===== src/hdl/hbb_pkg.sv =====
`default_nettype none

package hbb_pkg;

  // Blur geometry.
  localparam int MAX_RADIUS = 16;
  localparam int WIN_DEPTH  = 2 * MAX_RADIUS + 1;
  localparam int POS_CAP    = 2 * MAX_RADIUS + 2;

  localparam int RAD_W  = $clog2(MAX_RADIUS + 1);
  localparam int SLOT_W = $clog2(WIN_DEPTH);
  localparam int POS_W  = $clog2(POS_CAP + 1);
  localparam int K_W    = POS_W + 1;
  localparam int SPAN_W = RAD_W + 1;

  // Pixel and channel widths.
  localparam int CH_W   = 8;
  localparam int NUM_CH = 4;
  localparam int PIX_W  = CH_W * NUM_CH;
  localparam int SUM_W  = $clog2(WIN_DEPTH * ((1 << CH_W) - 1) + 1);
  localparam int BIT_W  = $clog2(CH_W);

  // Channel positions inside a packed pixel word.
  localparam int CH_BLUE  = 0;
  localparam int CH_GREEN = 1;
  localparam int CH_RED   = 2;
  localparam int CH_ALPHA = 3;

  // Configuration space.
  localparam int CFG_DATA_W   = 32;
  localparam int CFG_ADDR_W   = 3;
  localparam int REG_IDX_W    = CFG_ADDR_W - 2;
  localparam int CFG_RADIUS_W = 5;
  localparam logic [REG_IDX_W-1:0]    REG_RADIUS   = '0;
  localparam logic [CFG_RADIUS_W-1:0] RADIUS_RESET = CFG_RADIUS_W'(8);

  // Command queue between front and back.
  localparam int Q_DEPTH = 2;
  localparam int QPTR_W  = $clog2(Q_DEPTH);
  localparam int QCNT_W  = $clog2(Q_DEPTH + 1);

  typedef struct packed {
    logic [PIX_W-1:0]  pix;
    logic [SLOT_W-1:0] slot;
    logic [POS_W-1:0]  n;
    logic [RAD_W-1:0]  r;
    logic [RAD_W-1:0]  c0;
    logic              emit;
    logic              row_end;
  } cmd_t;

endpackage

`default_nettype wire


===== src/hdl/hbb_front.sv =====
`default_nettype none

module hbb_front
  import hbb_pkg::*;
(
  input  wire logic             clk,
  input  wire logic             rst_n,
  input  wire logic [RAD_W-1:0] radius_eff,
  input  wire logic             in_tvalid,
  output logic                  in_tready,
  input  wire logic [PIX_W-1:0] in_pix,
  input  wire logic             in_tlast,
  input  wire logic             q_full,
  output logic                  q_push,
  output cmd_t                  q_cmd
);

  logic [POS_W-1:0]  pos_r, pos_nxt;
  logic [SLOT_W-1:0] slot_r, slot_nxt;
  logic [POS_W-1:0]  n_new;
  logic [SLOT_W-1:0] slot_new;
  logic              enough;

  assign in_tready = !q_full;
  assign q_push    = in_tvalid && !q_full;

  always_comb begin
    // The first pixel of a row always lands in slot zero.
    if (pos_r == '0) begin
      slot_new = '0;
    end else if (slot_r == SLOT_W'(WIN_DEPTH - 1)) begin
      slot_new = '0;
    end else begin
      slot_new = slot_r + SLOT_W'(1);
    end
    n_new  = (pos_r < POS_W'(POS_CAP)) ? pos_r + POS_W'(1) : pos_r;
    enough = ((POS_W + 1)'(radius_eff) + (POS_W + 1)'(1)) <= (POS_W + 1)'(n_new);

    q_cmd.pix     = in_pix;
    q_cmd.slot    = slot_new;
    q_cmd.n       = n_new;
    q_cmd.r       = radius_eff;
    q_cmd.row_end = in_tlast;
    q_cmd.emit    = in_tlast || enough;
    q_cmd.c0      = (in_tlast && !enough) ? RAD_W'(n_new - POS_W'(1)) : radius_eff;

    pos_nxt  = pos_r;
    slot_nxt = slot_r;
    if (q_push) begin
      slot_nxt = slot_new;
      pos_nxt  = in_tlast ? '0 : n_new;
    end
  end

  always_ff @(posedge clk) begin
    if (!rst_n) begin
      pos_r  <= '0;
      slot_r <= '0;
    end else begin
      pos_r  <= pos_nxt;
      slot_r <= slot_nxt;
    end
  end

endmodule

`default_nettype wire


===== src/hdl/hbb_queue.sv =====
`default_nettype none

module hbb_queue
  import hbb_pkg::*;
(
  input  wire logic clk,
  input  wire logic rst_n,
  input  wire logic push,
  input  wire cmd_t push_cmd,
  output logic      full,
  output logic      valid,
  input  wire logic pop,
  output cmd_t      pop_cmd
);

  cmd_t              entry_r [Q_DEPTH];
  logic [QPTR_W-1:0] wr_ptr_r, rd_ptr_r;
  logic [QCNT_W-1:0] cnt_r;

  assign full    = (cnt_r == QCNT_W'(Q_DEPTH));
  assign valid   = (cnt_r != '0);
  assign pop_cmd = entry_r[rd_ptr_r];

  always_ff @(posedge clk) begin
    if (push) begin
      entry_r[wr_ptr_r] <= push_cmd;
    end
  end

  always_ff @(posedge clk) begin
    if (!rst_n) begin
      wr_ptr_r <= '0;
      rd_ptr_r <= '0;
      cnt_r    <= '0;
    end else begin
      if (push) begin
        wr_ptr_r <= (wr_ptr_r == QPTR_W'(Q_DEPTH - 1)) ? '0 : wr_ptr_r + QPTR_W'(1);
      end
      if (pop) begin
        rd_ptr_r <= (rd_ptr_r == QPTR_W'(Q_DEPTH - 1)) ? '0 : rd_ptr_r + QPTR_W'(1);
      end
      if (push && !pop) begin
        cnt_r <= cnt_r + QCNT_W'(1);
      end else if (pop && !push) begin
        cnt_r <= cnt_r - QCNT_W'(1);
      end
    end
  end

endmodule

`default_nettype wire


===== src/hdl/hbb_back.sv =====
`default_nettype none

module hbb_back
  import hbb_pkg::*;
(
  input  wire logic             clk,
  input  wire logic             rst_n,
  input  wire logic             q_valid,
  output logic                  q_pop,
  input  wire cmd_t             q_cmd,
  output logic                  out_tvalid,
  input  wire logic             out_tready,
  output logic [PIX_W-1:0]      out_pix,
  output logic                  out_tlast
);

  typedef enum logic [2:0] {
    ST_IDLE,
    ST_READ,
    ST_DRAIN,
    ST_DIV,
    ST_OUT
  } state_t;

  state_t state_r, state_nxt;

  // Window memory, one write and one registered read per cycle.
  logic [PIX_W-1:0]  win_mem [WIN_DEPTH];
  logic [PIX_W-1:0]  rd_data_r;
  logic              wr_en, rd_en;
  logic [SLOT_W-1:0] rd_idx;

  logic [SLOT_W-1:0]            slot_r, slot_nxt;
  logic [POS_W-1:0]             n_r, n_nxt;
  logic [RAD_W-1:0]             r_r, r_nxt;
  logic [RAD_W-1:0]             c_r, c_nxt;
  logic                         end_r, end_nxt;
  logic [K_W-1:0]               kk_r, kk_nxt;
  logic [SPAN_W-1:0]            left_r, left_nxt;
  logic                         rd_vld_r, rd_vld_nxt;
  logic [NUM_CH-1:0][SUM_W-1:0] acc_r, acc_nxt;
  logic [NUM_CH-1:0][CH_W-1:0]  quo_r, quo_nxt;
  logic [BIT_W-1:0]             bit_r, bit_nxt;
  logic                         out_valid_r, out_valid_nxt;
  logic [PIX_W-1:0]             out_pix_r, out_pix_nxt;
  logic                         out_last_r, out_last_nxt;

  logic [SPAN_W-1:0] span;
  logic [K_W-1:0]    k_cl, k_diff;
  logic [SUM_W-1:0]  trial;
  logic              out_free;

  assign q_pop      = (state_r == ST_IDLE) && q_valid;
  assign wr_en      = q_pop;
  assign rd_en      = (state_r == ST_READ);
  assign out_tvalid = out_valid_r;
  assign out_pix    = out_pix_r;
  assign out_tlast  = out_last_r;
  assign span       = {r_r, 1'b1};
  assign trial      = SUM_W'(span) << bit_r;
  assign out_free   = !out_valid_r || out_tready;

  // Clamp the backward distance to the pixels of this row, then map it to a slot.
  always_comb begin
    if (kk_r[K_W-1]) begin
      k_cl = '0;
    end else if (kk_r >= K_W'(n_r)) begin
      k_cl = K_W'(n_r) - K_W'(1);
    end else begin
      k_cl = kk_r;
    end
    k_diff = K_W'(slot_r) - k_cl;
    if (K_W'(slot_r) < k_cl) begin
      k_diff = k_diff + K_W'(WIN_DEPTH);
    end
    rd_idx = k_diff[SLOT_W-1:0];
  end

  always_ff @(posedge clk) begin
    if (wr_en) begin
      win_mem[q_cmd.slot] <= q_cmd.pix;
    end
    if (rd_en) begin
      rd_data_r <= win_mem[rd_idx];
    end
  end

  always_comb begin
    state_nxt     = state_r;
    slot_nxt      = slot_r;
    n_nxt         = n_r;
    r_nxt         = r_r;
    c_nxt         = c_r;
    end_nxt       = end_r;
    kk_nxt        = kk_r;
    left_nxt      = left_r;
    rd_vld_nxt    = 1'b0;
    acc_nxt       = acc_r;
    quo_nxt       = quo_r;
    bit_nxt       = bit_r;
    out_valid_nxt = out_valid_r && !out_tready;
    out_pix_nxt   = out_pix_r;
    out_last_nxt  = out_last_r;

    if (rd_vld_r) begin
      for (int ch = 0; ch < NUM_CH; ch++) begin
        acc_nxt[ch] = acc_r[ch] + SUM_W'(rd_data_r[ch*CH_W +: CH_W]);
      end
    end

    case (state_r)
      ST_IDLE: begin
        if (q_valid) begin
          slot_nxt = q_cmd.slot;
          n_nxt    = q_cmd.n;
          r_nxt    = q_cmd.r;
          c_nxt    = q_cmd.c0;
          end_nxt  = q_cmd.row_end;
          if (q_cmd.emit) begin
            kk_nxt    = K_W'(q_cmd.c0) + K_W'(q_cmd.r);
            left_nxt  = {q_cmd.r, 1'b1};
            acc_nxt   = '0;
            state_nxt = ST_READ;
          end
        end
      end
      ST_READ: begin
        rd_vld_nxt = 1'b1;
        kk_nxt     = kk_r - K_W'(1);
        left_nxt   = left_r - SPAN_W'(1);
        if (left_r == SPAN_W'(1)) begin
          state_nxt = ST_DRAIN;
        end
      end
      ST_DRAIN: begin
        quo_nxt   = '0;
        bit_nxt   = BIT_W'(CH_W - 1);
        state_nxt = ST_DIV;
      end
      ST_DIV: begin
        // One quotient bit per cycle on all four channels.
        for (int ch = 0; ch < NUM_CH; ch++) begin
          if (acc_r[ch] >= trial) begin
            acc_nxt[ch]        = acc_r[ch] - trial;
            quo_nxt[ch][bit_r] = 1'b1;
          end
        end
        bit_nxt = bit_r - BIT_W'(1);
        if (bit_r == '0) begin
          state_nxt = ST_OUT;
        end
      end
      ST_OUT: begin
        if (out_free) begin
          out_valid_nxt = 1'b1;
          out_pix_nxt   = quo_r;
          out_last_nxt  = end_r && (c_r == '0);
          if (end_r && (c_r != '0)) begin
            c_nxt     = c_r - RAD_W'(1);
            kk_nxt    = K_W'(c_r - RAD_W'(1)) + K_W'(r_r);
            left_nxt  = span;
            acc_nxt   = '0;
            state_nxt = ST_READ;
          end else begin
            state_nxt = ST_IDLE;
          end
        end
      end
      default: begin
        state_nxt = ST_IDLE;
      end
    endcase
  end

  always_ff @(posedge clk) begin
    if (!rst_n) begin
      state_r     <= ST_IDLE;
      rd_vld_r    <= 1'b0;
      out_valid_r <= 1'b0;
      acc_r       <= '0;
    end else begin
      state_r     <= state_nxt;
      rd_vld_r    <= rd_vld_nxt;
      out_valid_r <= out_valid_nxt;
      acc_r       <= acc_nxt;
    end
    slot_r     <= slot_nxt;
    n_r        <= n_nxt;
    r_r        <= r_nxt;
    c_r        <= c_nxt;
    end_r      <= end_nxt;
    kk_r       <= kk_nxt;
    left_r     <= left_nxt;
    quo_r      <= quo_nxt;
    bit_r      <= bit_nxt;
    out_pix_r  <= out_pix_nxt;
    out_last_r <= out_last_nxt;
  end

endmodule

`default_nettype wire


===== src/hdl/horizontal_box_blur_row_core.sv =====
// Horizontal box blur for one image row of ARGB pixels. Each pixel beat on the
// input stream carries alpha, red, green and blue, and tlast marks the last
// pixel of a row. For every row position the block emits the truncated mean of
// the 2r+1 pixels centred on it, where r is the radius register (values above
// 16 act as 16); positions past either end of the row reuse the row's first or
// last pixel. Output lags input by r pixels, so a row shorter than r+1 pixels
// produces nothing until its tlast beat, and the tlast beat releases every
// remaining position of the row, the final one flagged with out_tlast. The
// front end takes a pixel in the cycle it arrives, unless the queue is full,
// and places it in a two-entry command queue, so up to two pixels can wait
// while the back end works. The back end computes each result from scratch:
// it takes the command and writes the pixel, makes 2r+1 window reads (one
// memory read port), finishes the sum, runs a restoring divider on all four
// channels and loads the output register; a further result released by a row
// end starts at the reads. New commands are taken only when idle. A pixel
// yielding no result is only written to the window. The radius must only be
// written while the block is idle; there is no clearing pass after reset.
`default_nettype none

module horizontal_box_blur_row_core
  import hbb_pkg::*;
(
  input  wire logic                  clk,
  input  wire logic                  rst_n,
  // Input pixel stream.
  input  wire logic                  in_tvalid,
  output logic                       in_tready,
  input  wire logic [PIX_W-1:0]      in_tdata,   // alpha, red, green, blue from bit 0 up
  input  wire logic                  in_tlast,   // row_end
  // Blurred pixel stream.
  output logic                       out_tvalid,
  input  wire logic                  out_tready,
  output logic [PIX_W-1:0]           out_tdata,  // alpha_out, red_out, green_out, blue_out
  output logic                       out_tlast,  // row_last
  // Register port.
  input  wire logic                  cfg_psel,
  input  wire logic                  cfg_penable,
  input  wire logic                  cfg_pwrite,
  input  wire logic [CFG_ADDR_W-1:0] cfg_paddr,
  input  wire logic [CFG_DATA_W-1:0] cfg_pwdata,
  output logic [CFG_DATA_W-1:0]      cfg_prdata,
  output logic                       cfg_pready
);

  logic [CFG_RADIUS_W-1:0] radius_r;
  logic [RAD_W-1:0]        radius_eff;
  logic                    cfg_wr;
  logic [PIX_W-1:0]        in_pix;
  logic [PIX_W-1:0]        back_pix;

  cmd_t push_cmd, pop_cmd;
  logic q_push, q_full, q_valid, q_pop;

  // Register file: one register, the blur radius.
  assign cfg_pready = 1'b1;
  assign cfg_wr     = cfg_psel && cfg_penable && cfg_pwrite && cfg_pready &&
                      (cfg_paddr[CFG_ADDR_W-1:2] == REG_RADIUS);
  assign cfg_prdata = (cfg_paddr[CFG_ADDR_W-1:2] == REG_RADIUS) ?
                      CFG_DATA_W'(radius_r) : '0;

  always_ff @(posedge clk) begin
    if (!rst_n) begin
      radius_r <= RADIUS_RESET;
    end else if (cfg_wr) begin
      radius_r <= cfg_pwdata[CFG_RADIUS_W-1:0];
    end
  end

  // Radius values beyond MAX_RADIUS saturate.
  assign radius_eff = (radius_r > CFG_RADIUS_W'(MAX_RADIUS)) ?
                      RAD_W'(MAX_RADIUS) : RAD_W'(radius_r);

  // The stream carries alpha in the low byte; internally alpha is the top byte.
  assign in_pix = {in_tdata[0 +: CH_W], in_tdata[CH_W +: CH_W],
                   in_tdata[2*CH_W +: CH_W], in_tdata[3*CH_W +: CH_W]};
  assign out_tdata = {back_pix[CH_BLUE*CH_W +: CH_W], back_pix[CH_GREEN*CH_W +: CH_W],
                      back_pix[CH_RED*CH_W +: CH_W], back_pix[CH_ALPHA*CH_W +: CH_W]};

  hbb_front u_front (
    .clk        (clk),
    .rst_n      (rst_n),
    .radius_eff (radius_eff),
    .in_tvalid  (in_tvalid),
    .in_tready  (in_tready),
    .in_pix     (in_pix),
    .in_tlast   (in_tlast),
    .q_full     (q_full),
    .q_push     (q_push),
    .q_cmd      (push_cmd)
  );

  hbb_queue u_queue (
    .clk      (clk),
    .rst_n    (rst_n),
    .push     (q_push),
    .push_cmd (push_cmd),
    .full     (q_full),
    .valid    (q_valid),
    .pop      (q_pop),
    .pop_cmd  (pop_cmd)
  );

  hbb_back u_back (
    .clk        (clk),
    .rst_n      (rst_n),
    .q_valid    (q_valid),
    .q_pop      (q_pop),
    .q_cmd      (pop_cmd),
    .out_tvalid (out_tvalid),
    .out_tready (out_tready),
    .out_pix    (back_pix),
    .out_tlast  (out_tlast)
  );

endmodule

`default_nettype wire


===== config.mk =====
export PLATFORM = sky130hd
export DESIGN_NAME = horizontal_box_blur_row_core
export DESIGN_NICKNAME = d
export VERILOG_FILES = /design/src/hdl/hbb_pkg.sv /design/src/hdl/hbb_front.sv /design/src/hdl/hbb_queue.sv /design/src/hdl/hbb_back.sv /design/src/hdl/horizontal_box_blur_row_core.sv
export SDC_FILE = /design/constraint.sdc
export NUM_CORES = 2
export LEC_CHECK = 0
export BUFFER_PORTS_ARGS = -buffer_cell sky130_fd_sc_hd__buf_2
export CORE_MARGIN = 2
export CORE_UTILIZATION = 35
export CTS_CLUSTER_SIZE = 24
export DETAILED_ROUTE_END_ITERATION = 8
export GPL_TIMING_DRIVEN = 0
export PLACE_DENSITY = 0.54
export SYNTH_ARGS = -nofsm -noshare
export SYNTH_HDL_FRONTEND = slang
export SYNTH_SLANG_ARGS = --single-unit

===== constraint.sdc =====
create_clock -name clk -period 6.7 [get_ports clk]
set_input_delay 0.67 -clock clk [delete_from_list [all_inputs] [get_ports clk]]
set_output_delay 0.67 -clock clk [all_outputs]
set_load 0.05 [all_outputs]

==> results by group <==
Cells and area
  – Post-layout util: 40.8%
  – Layout area overhead: 16.0%
  – Nets: just over 5k
  – Fill cells: ~16k
  – Final non-filler cell total: 7351
  – Share of layout cells above drive strength 1: 16.0%
  – Footprint of the multi-input gates: just over 20000 um2
  – Seq. cell area: 40800 um2

STA
  – Clock skew: 0.0308 ns
  – Fmax: approximately 150 MHz
  – Hold WS: 0.0675 ns
  – Final Max Slew Viols: 0
  – Measured slew at the worst slew-check pin: 1.38 ns
  – Tmin final: 6.58 ns
  – Rel. slew slack: ~7.8%
  – Count of final hold-check violations: 0
  – Final period util: 98.2%
  – Final setup vio count: 0
  – PnR worst setup slack: roughly 0.12 ns

Drt
  – Final Routed Wirelength: 190000 um
  – Post-DR vias/cell: 5.56
  – DR vias: 40.9k
  – Pre-antenna DRT Iters: 6
  – Residual DRC: 0
  – WL/cell: 25.9 um
  – ANT nets after route: 0
  – Initial DRC count: just under 4k

Setup path
  – CP max FO: 10
  – Crit-path cells: ha_1 -> a21o_1 -> a31oi_1 -> o21a_2 -> buf_4 -> nand2_1 -> o31ai_4 -> ha_4 -> clkinv_2 -> clkbuf_4 -> buf_6 -> ha_1 -> clkbuf_2 -> buf_2 -> clkbuf_2 -> clkbuf_2 -> o211ai_1 -> o21ai_0 -> mux4_2 -> a22oi_2 -> nand3_2
  – Critical Path Source: u_back.kk_r[2]$_DFFE_PP_
  – Most frequent CP cell: clkbuf_2
  – Slowest cell on crit path: mux4_2
  – Delay-heaviest family, CP: buffers and inverters
  – Worst setup EP type: register
  – Crit path buf inv count: 8
  – CP Class: register to register
  – Critical Path RT: slightly above 7 ns
  – CP Launch Type: register
  – Arr. time, crit path: 7.03 ns
  – CP max stage delay: approximately 0.53 ns
  – RR Startpoint: u_back.kk_r[2]$_DFFE_PP_

Synth
  – Ys async rst share: 0%
  – Post-Syn Area per Cell: between 10 and 15 um2
  – Top FF cell, synth: edfxtp_1
  – Adder-Cell Fraction of Synth Area: under 10%
  – Top cells by area, synth: edfxtp_1 (63%), mux2i_1 (3.8%), dfxtp_1 (2.7%)
  – Post-Synthesis Cell Area: 62600 um2
  – Sequential share of the synthesized area: 65.2%
  – Post-synthesis xor/xnor area fraction: 1.81%
  – Top cells by count, synth: edfxtp_1 (1304), nand2_1 (327), nor2_1 (242)
  – YS warnings: 0
  – Count leader, synth: edfxtp_1
  – Area leader, netlist: edfxtp_1
  – Largest family of logic cells by synthesized area: compound AO/OA/AOI/OAI gates
  – EDFF count, synth: 1304
  – Synth top area share: 62.6%
  – Post-synthesis simple-gate area fraction: 8.96%
  – Multiplexer fraction of the synthesized cell area: 6.15%
  – Synth Area in Compound Gates: 12.0%
  – Flops & latches, synth: 1387
  – Distinct cells, synth: 96
  – Cells after Synth: 4559

Outcome
  – Outcome: complete, no violations

Global routing
  – Overflow left after global routing: 0
  – Total GRT Usage: 20.6%
  – Antenna violations before repair: 13
  – Pin count of the biggest net entering global routing: 41
  – Vias in the first global route: 40.0k
  – First-pass GRT wire length: approximately 270000 um

Floorplan
  – DIE AREA: 182000 um2
  – Die width: 427 um
  – DIE HEIGHT: 427 um
  – # IOs: 143
  – Cell row count: 155
  – Starting density of the core: 35.2%
  – Placeable Area: ~180000 um2

Flow run
  – Max_cap viols: 0

Place
  – Worst slack, placed: -3.83 ns
  – Post-DP HPWL: 130000 um
  – Placed cell count: between 7k and 8k
  – Global placer's final weighted congestion: between 0.9 and 1
  – Port Buf Inserts: 84

CTS
  – Clk_lat worst skew: 0.80 ns
  – Worst-path clk slew: ~0.06 ns
  – CTS tree: built
  – H-tree Lvls: 4
  – TritonCTS Buffers: 149
  – Root Buffer: clkbuf_16
  – CTS sink count: 1387
  – Clk buf depth: 3

Worst hold path
  – Hold_sp: in_tdata[21]
  – Min-delay worst type: input pin to register
## per-layer routing
metal  up-vias  GRT usage, %  part of all wire, %
li1      18400             -                    -
met1     20700          27.7                   43
met2      1462          33.6                   47
met3       328          3.45                  6.8
met4         2          6.98                  3.3
met5         -             0               0.0042
## timing repair
action | CTS | global route
resized for setup | 94 | 39
gates cloned | 0 | 0
buffers inserted | 11 | 2
pin swaps | 11 | 4
setup endpoints to repair | 32 | 32
hold buffers | 0 | 0
## worst paths after layout
kind | endpoint | slack, ns | depth (start not counted)
min reg2reg | u_back.out_pix[12]$_DFFE_PP_ | 0.45 | 0
max | u_back.rd_data_r[26]$_DFFE_PP_ | 0.12 | 21
min | u_queue.entry_r[0][37]$_DFFE_PP_ | 0.07 | 1
max reg2reg | u_back.rd_data_r[26]$_DFFE_PP_ | 0.12 | 21
## cells in the final DEF (no fill, tap or decap), types with 43 or more instances in the layout
cell type,n
o21ai_0,120
nand3_1,87
ha_1,126
edfxtp_1,1304
dfxtp_1,83
a32oi_1,91
inv_1,90
nor2_1,208
o211ai_1,66
xnor2_1,74
nor2b_1,85
mux2_2,67
buf_2,163
clkbuf_1,150
o22ai_1,58
o221ai_1,64
buf_4,63
nor3_1,43
mux2i_1,237
a21oi_1,140
clkbuf_16,151
and3_1,145
xor2_1,46
nand2b_1,45
nand2_1,327
a211oi_1,201
## kinds of logic (layout without fill, tap and decap cells)
kind of cell / Yosys count / after routing
DFF: 1387 / 1387
and+or+nand+nor: 1134 / 1134
adders and majority gates: 138 / 138
xor gates and xnor gates: 125 / 125
other: 2 / 33
AOI/OAI and AO/OA: 1039 / 1039
muxes: 336 / 336
buffers and inverters: 398 / 804
## per-stage QoR
step           instance area, um2  setup TNS, ns
2_1_floorplan               62700              0
3_3_place_gp                66100        -159.78
4_1_cts                     72500              0
5_1_grt                     72600       -0.00621
3_5_place_dp                67100        -102.88
6_report                    72600              0
## worst reg2reg max path, cell delays in order (launching register included)
cell	delay, ns
edfxtp_1	0.51
ha_1	0.36
a21o_1	0.16
a31oi_1	0.28
o21a_2	0.22
buf_4	0.24
nand2_1	0.13
o31ai_4	0.15
ha_4	0.31
clkinv_2	0.20
clkbuf_4	0.30
buf_6	0.23
ha_1	0.30
clkbuf_2	0.25
buf_2	0.27
clkbuf_2	0.32
clkbuf_2	0.33
o211ai_1	0.23
o21ai_0	0.17
mux4_2	0.53
a22oi_2	0.47
nand3_2	0.30
## state kept, by name, indices dropped and copies added, names as in the netlist, 2 cells and up, named ones only
register,flops
u_back.out_pix,32
u_back.bit_r,3
u_front.slot_r,6
u_back.acc_r,56
u_back.state_r,3
u_back.slot_r,6
u_back.quo_r,32
u_back.r_r,5
u_queue.entry_r,112
u_back.win_mem,1056
u_back.rd_data_r,32
u_back.left_r,6
u_back.n_r,6
u_back.kk_r,7
radius_r,5
u_queue.cnt_r,2
u_front.pos_r,6
u_back.c_r,5
## cell type report
class,instances,area share (%)
sequential,1387,56.2
multi-input combinational,2801,28.5
clock buffer,195,5.47
tap,2355,4.06
buffer,302,2.20
timing repair buffer,135,1.85
clock inverter,78,1.16
inverter,94,0.488
antenna,4,0.0138
Power is not shown: default switching activity piles up to over one toggle a cycle in this logic, so the estimate is an artifact.
